<file path="config.mk">
export PLATFORM = sky130hd
export DESIGN_NAME = mcbs_mul_cell
export DESIGN_NICKNAME = d
export VERILOG_FILES = /design/src/rtl/core/mcbs_pkg.sv /design/src/rtl/core/mcbs_mul_cell.sv
export SDC_FILE = /design/constraint.sdc
export NUM_CORES = 1
export LEC_CHECK = 0
export ABC_AREA = 1
export BUFFER_PORTS_ARGS = -buffer_cell sky130_fd_sc_hd__buf_2
export CAP_MARGIN = 30
export CORE_MARGIN = 2
export CORE_UTILIZATION = 43
export CTS_BUF_LIST = sky130_fd_sc_hd__clkbuf_4 sky130_fd_sc_hd__clkbuf_8
export CTS_CLUSTER_SIZE = 12
export DETAILED_ROUTE_END_ITERATION = 10
export SETUP_SLACK_MARGIN = 0.2
export SLEW_MARGIN = 10
export SYNTH_ARGS = -nofsm -noshare
export SYNTH_HDL_FRONTEND = slang
export SYNTH_SLANG_ARGS = --single-unit
</file>
<file path="constraint.sdc">
create_clock -name clock -period 9.6 [get_ports clock]
set_clock_uncertainty 0.15 [all_clocks]
set_input_delay 0.96 -clock clock [delete_from_list [all_inputs] [get_ports clock]]
set_output_delay 0.96 -clock clock [all_outputs]
set_load 0.02 [all_outputs]
</file>
<file path="src/rtl/core/mcbs_pkg.sv">
`timescale 1ns / 1ps
// Package for the masked column boxcar smoother: sizes, beat formats and the
// structs passed between the front end, the remainder unit and the multiplier cells.
// No dependencies.
package mcbs_pkg;

   localparam int MAX_HALF_WIDTH = 8;
   localparam int MAX_COLUMNS    = 64;
   localparam int ROW_BITS       = 20;

   localparam int SLOTS      = 2 * MAX_HALF_WIDTH + 1;
   localparam int SLOT_BITS  = $clog2(SLOTS + 1);
   localparam int W_BITS     = $clog2(MAX_HALF_WIDTH + 1);
   localparam int COL_BITS   = $clog2(MAX_COLUMNS);
   localparam int HIST_DEPTH = SLOTS * MAX_COLUMNS;
   localparam int HIST_AW    = $clog2(HIST_DEPTH);

   localparam int HW_BITS       = 4;
   localparam int CC_BITS       = 7;
   localparam int RECIP_BITS    = 25;
   localparam int CSR_DATA_BITS = 25;
   localparam int SAMPLE_BITS   = 32;
   localparam int ROW_OUT_BITS  = 20;
   localparam int COL_OUT_BITS  = 6;

   localparam int SUM_BITS   = 37;
   localparam int DIGIT_BITS = 13;
   localparam int DIGITS     = 3;
   localparam int MAG_BITS   = DIGIT_BITS * DIGITS;
   localparam int PROD_BITS  = DIGIT_BITS + RECIP_BITS;
   localparam int ACC_BITS   = SUM_BITS + RECIP_BITS - 1;
   localparam int FRAC_SHIFT = 24;

   localparam logic [ROW_BITS-1:0] ROW_MASK = '1;

   typedef enum logic [1:0] {
      CSR_HALF_WIDTH   = 2'd0,
      CSR_COLUMN_COUNT = 2'd1,
      CSR_WINDOW_RECIP = 2'd2
   } csr_index_type;

   typedef struct packed {
      logic                          kind;
      logic signed [SAMPLE_BITS-1:0] sample;
      logic                          smooth_enable;
      logic                          frame_start;
   } req_type;

   typedef struct packed {
      logic signed [SAMPLE_BITS-1:0] smoothed_value;
      logic [ROW_OUT_BITS-1:0]       row_index;
      logic [COL_OUT_BITS-1:0]       column_index;
   } rsp_type;

   typedef struct packed {
      logic [W_BITS-1:0]    w;
      logic [SLOT_BITS-1:0] span;
      logic [COL_BITS:0]    cols;
   } cfg_type;

   typedef struct packed {
      logic                          mask;
      logic signed [SAMPLE_BITS-1:0] value;
   } hist_type;

   typedef struct packed {
      logic                          valid;
      logic                          neg;
      logic                          mask;
      logic signed [SAMPLE_BITS-1:0] value;
      logic [ROW_BITS-1:0]           row;
      logic [COL_BITS-1:0]           col;
   } pipe_type;

   typedef struct packed {
      logic [ACC_BITS-1:0] acc;
      logic [MAG_BITS-1:0] mult;
   } mul_type;

   typedef struct packed {
      logic                 busy;
      logic                 done;
      logic [SLOT_BITS-1:0] rem;
   } mod_status_type;

endpackage

</file>
<file path="src/rtl/core/mcbs_mul_cell.sv">
`timescale 1ns / 1ps
// One cell of the scaling chain: folds the top digit of the sum magnitude into the
// product and hands the beat to the next cell. Depends on mcbs_pkg.
module mcbs_mul_cell (
   input  logic                            clock,
   input  logic                            reset,
   input  logic                            adv,
   input  logic [mcbs_pkg::RECIP_BITS-1:0] recip,
   input  mcbs_pkg::pipe_type              pipe_in,
   input  mcbs_pkg::mul_type               mul_in,
   output mcbs_pkg::pipe_type              pipe_out,
   output mcbs_pkg::mul_type               mul_out
);
   import mcbs_pkg::*;

   pipe_type              pipe_ff;
   mul_type               mul_ff, mul_in_next;
   logic [DIGIT_BITS-1:0] digit;
   logic [PROD_BITS-1:0]  prod;

   always_comb begin
      digit            = mul_in.mult[MAG_BITS-1 -: DIGIT_BITS];
      prod             = PROD_BITS'(digit) * PROD_BITS'(recip);
      mul_in_next.acc  = (mul_in.acc << DIGIT_BITS) + ACC_BITS'(prod);
      mul_in_next.mult = mul_in.mult << DIGIT_BITS;
   end

   always_ff @(posedge clock) begin
      if (reset) begin
         pipe_ff.valid <= 1'b0;
      end else if (adv) begin
         pipe_ff <= pipe_in;
      end
   end

   always_ff @(posedge clock) begin
      if (adv) begin
         mul_ff <= mul_in_next;
      end
   end

   assign pipe_out = pipe_ff;
   assign mul_out  = mul_ff;

endmodule

</file>
# Yosys cells after proc, flatten, opt, wreduce, memory -nomap -nowiden
# Cells that the tools add are included.
word_totals:
  ff_bits: 148
  latchBits: 0
  ram_bits: 0
  rom_bits: 0
  inputBits: 189
  out_inout_bits: 161
  word_cells: 12
  memories: 0
classes:
  add_sub_neg: 1
  multipliers: 1
  n_div: 0
  magnitude_cmp: 0
  eq_ne: 0
  n_shift: 0
  mux: 0
  bitwise_logic: 1
  n_reduce_logical: 1
op_table:
  columns: ["operator", "count"]
  rows:
  - ["61-bit by 38-bit adder with 61-bit output", 1]
  - ["13-bit by 25-bit multiplier with 38-bit output", 1]
  - ["2-bit AND reduction", 1]
  - ["1-bit inverter", 1]

# Depth between registers and ports, before layout
depth:
  word_depth: 2
  mapped_depth: 27
  mapped_depth_nobuf: 25

# Worst setup path before layout
# Ideal clock, no wire load.
synth_path:
  path_type: "in2reg"
  startpoint: "in mul_in[36] (netlist name)"
  endpoint: "reg mul_ff (netlist bit mul_out[94]), data pin"
  setup_time_ns: 0.253
  arrival_ns: 5.718
  required_time_ns: 9.197
  slack_ns: 3.479
  cell_stages: 23
  path_buffers: 2
  path_cell_list: "clkbuf_1 clkbuf_1 nand2_1 fa_1 inv_1 fa_1 inv_1 fa_1 inv_1 fa_1 fa_1 inv_1 fa_1 inv_1 ha_1 nand2_1 nor2_1 nand2_1 nor2_2 and3_2 nand2_1 nand4_1 nand2_1"
synth_lines:
  columns: ["item", "line_no", "rtl"]
  rows:
  - ["from (decl)", "mcbs_mul_cell.sv:10", "input mcbs_pkg::mul_type mul_in,"]
  - ["to (signal assigned)", "mcbs_mul_cell.sv:38", "mul_ff <= mul_in_next;"]
  - ["to (decl)", "mcbs_mul_cell.sv:17", "mul_type mul_ff, mul_in_next;"]

==> reports/results.ini <==
[floorplanning]
pin_count=350
num_rows=75
core_um2=41800
initial_core_util_pct=43.3
die_x_um=209
dieArea_um2=43700
die_h_um=209

[finish]
instances_no_fill=3032
nNetsFinal=3044
drive_gt1_share_pct=15.6
final_common_cell=nand2_1
fillers=4048
final_cell_mix=704 x nand2_1, 635 x inv_1, 322 x buf_2
area_growth_pct=13.6

[min_path]
holdPathEnd=pipe_out[60]$_SDFFE_PP0P_
min_from=pipe_out[60]$_SDFFE_PP0P_
hp-class=reg -> reg
worstHoldPathCells=2

[logic_synthesis]
ys_types=33
ys_seq_elements=148
syn-instance-count=2198
yosysSeqAreaShare_pct=24.5
synth-warning-count=0
syn_area_um2=18100
syn_area_per_cell_um2=8.23

[place]
routabilityCongestion=0.974
dp_cells=2997
dpl.hpwl_um=40800
io_buffers=323

[sta]
setup_violations=0
rsz0062_at_grt=no
max_freq_mhz=156
slew_violations=0
fin_tns_setup_ns=0
tightest_slew_ns=0.735
min_period_ns=6.40
hold_ws_ns=0.326
finalHoldViolCount=0
slew_headroom_pct=51.0
min_period_over_period_pct=66.7

[global_routing]
track_usage_pct=23.6
grt_max_degree=61
gr-total-overflow=0
grt_pass1_vias=15500
antenna_found_initial=4
grt_pass1_wl_um=79400

[cts]
clock_tree.root_cell=clkbuf_8
clkSinkCount=148
cts_resized=0
clk_latency_ns=0.47
numCtsBuffers=17
clkTransAtPathRegs_ns=0.10
htreeDepth=4
clockBufferDepth=2
cts_tree=done
postCtsHoldBufs=0
post_cts_buffers=0

[route]
ant_nets=0
dr.pass1.iters=5
num_vias=14700
first_iter_violations=817
avgRoutedWirePerCell_um=16.4
drc=0
wirelength_um=49600
via_per_inst=4.83

[worst_setup_path]
rrSetupSlack_ns=8.87
r2r-start=pipe_out[60]$_SDFFE_PP0P_
cp.arrival_ns=6.48
startpoint_type=input port
worst-r2r-cell-count=2
cp-end-kind=flip-flop
reg2reg_to=pipe_out[60]$_SDFFE_PP0P_
critPathRequiredTime_ns=9.68
worstPathMaxFanout=25
worstSetupPathType=in -> reg

[status]
status=complete, no violations

[flow_run]
drv_cap=0

==> logic make-up after synthesis <==
group | after synthesis | share of synthesized area, %
simple gates | 892 | 20.1
buf+inv | 714 | 15.1
fa+ha+maj | 378 | 37.8
flops | 148 | 24.5
compound gates | 34 | 0.996
xor+xnor | 31 | 1.50
other cells | 1 | 0.0207
==> metrics by stage <==
stage | setup WS [ns] | cell area [um^2] | util (%)
after floorplan | 3.48 | 18100 | -
after global placement | 2.81 | 20100 | 48.1
after detailed placement | 2.73 | 20100 | 48.1
after CTS | 3.27 | 20500 | 49.1
after global routing | 2.99 | 20500 | 49.2
final | 3.20 | 20500 | 49.2
==> Yosys cell counts <==
library cell | n | area [um^2]
o21ai_1 | 1 | 5.00
o21ai_0 | 3 | 15.0
nor3_1 | 10 | 50.1
fa_1 | 280 | 5610
xnor2_1 | 3 | 26.3
inv_1 | 635 | 2380
nor2_2 | 11 | 68.8
nand3_1 | 58 | 290
nand2_1 | 704 | 2640
and3_2 | 1 | 7.51
nor3_2 | 4 | 40.0
or2_2 | 1 | 6.26
a21oi_1 | 26 | 130
xor2_1 | 28 | 245
o21bai_1 | 4 | 30.0
nand3_2 | 2 | 20.0
nand4_1 | 17 | 106
dfxtp_1 | 1 | 20.0
conb_1 | 1 | 3.75
nor3_4 | 1 | 16.3
and2_1 | 6 | 37.5
nand2_2 | 6 | 37.5
inv_2 | 2 | 7.51
or2_1 | 1 | 6.26
nand3b_1 | 6 | 45.0
buf_1 | 15 | 56.3
clkbuf_1 | 49 | 184
nand2_4 | 1 | 11.3
nor2_4 | 1 | 11.3
nor2_1 | 62 | 233
buf_4 | 13 | 97.6
ha_1 | 98 | 1230
edfxtp_1 | 147 | 4410
==> critical path, stage by stage <==
cell	delay [ns]
buf_2	0.50
nand2_1	0.17
fa_1	0.54
fa_1	0.51
inv_1	0.05
fa_1	0.51
fa_1	0.51
inv_1	0.05
fa_1	0.50
inv_1	0.06
ha_1	0.28
ha_1	0.38
nand2_1	0.18
nor2_1	0.29
nand3_1	0.16
nand2_2	0.16
nand2_1	0.07
nand2_1	0.16
xor2_1	0.43
==> final cells by class <==
cell class                      count  area (um^2)  share of cell area (%)
Sequential cell                   148         4430                    21.6
Clock buffer                       17          234                    1.14
Tap cell                          539          674                    3.28
Clock inverter                     15          186                   0.908
Multi-Input combinational cell   1348        11000                    53.4
Timing Repair Buffer              325         1630                    7.96
Antenna cell                        3         7.51                  0.0366
Inverter                          637         2390                    11.6
==> how the worst max path moves through the flow <==
stage / start / end / slack, ns / depth (start not counted)
CTS: mul_in[33] / mul_out[59]$_DFFE_PP_ / 3.27 / 19
global placement: mul_in[33] / mul_out[59]$_DFFE_PP_ / 2.81 / 19
floorplan: mul_in[36] / mul_out[94]$_DFFE_PP_ / 3.48 / 23
detailed placement: mul_in[33] / mul_out[59]$_DFFE_PP_ / 2.73 / 19
global route: mul_in[33] / mul_out[59]$_DFFE_PP_ / 2.99 / 19
finish: mul_in[30] / mul_out[56]$_DFFE_PP_ / 3.20 / 19
==> routing by layer <==
layer	GRT usage [%]	vias to the layer above	wire length (um)
li1	-	6858	-
met1	28.1	7125	19500
met2	42.1	556	24800
met3	3.74	118	3170
met4	10.6	2	2030
met5	0	-	13
==> flip-flops by register name (all words and copies together) (netlist names) <==
register,flops
mul_out,87
pipe_out,61
Power is not shown: default switching activity piles up to over one toggle a cycle in this logic, so the estimate is an artifact.
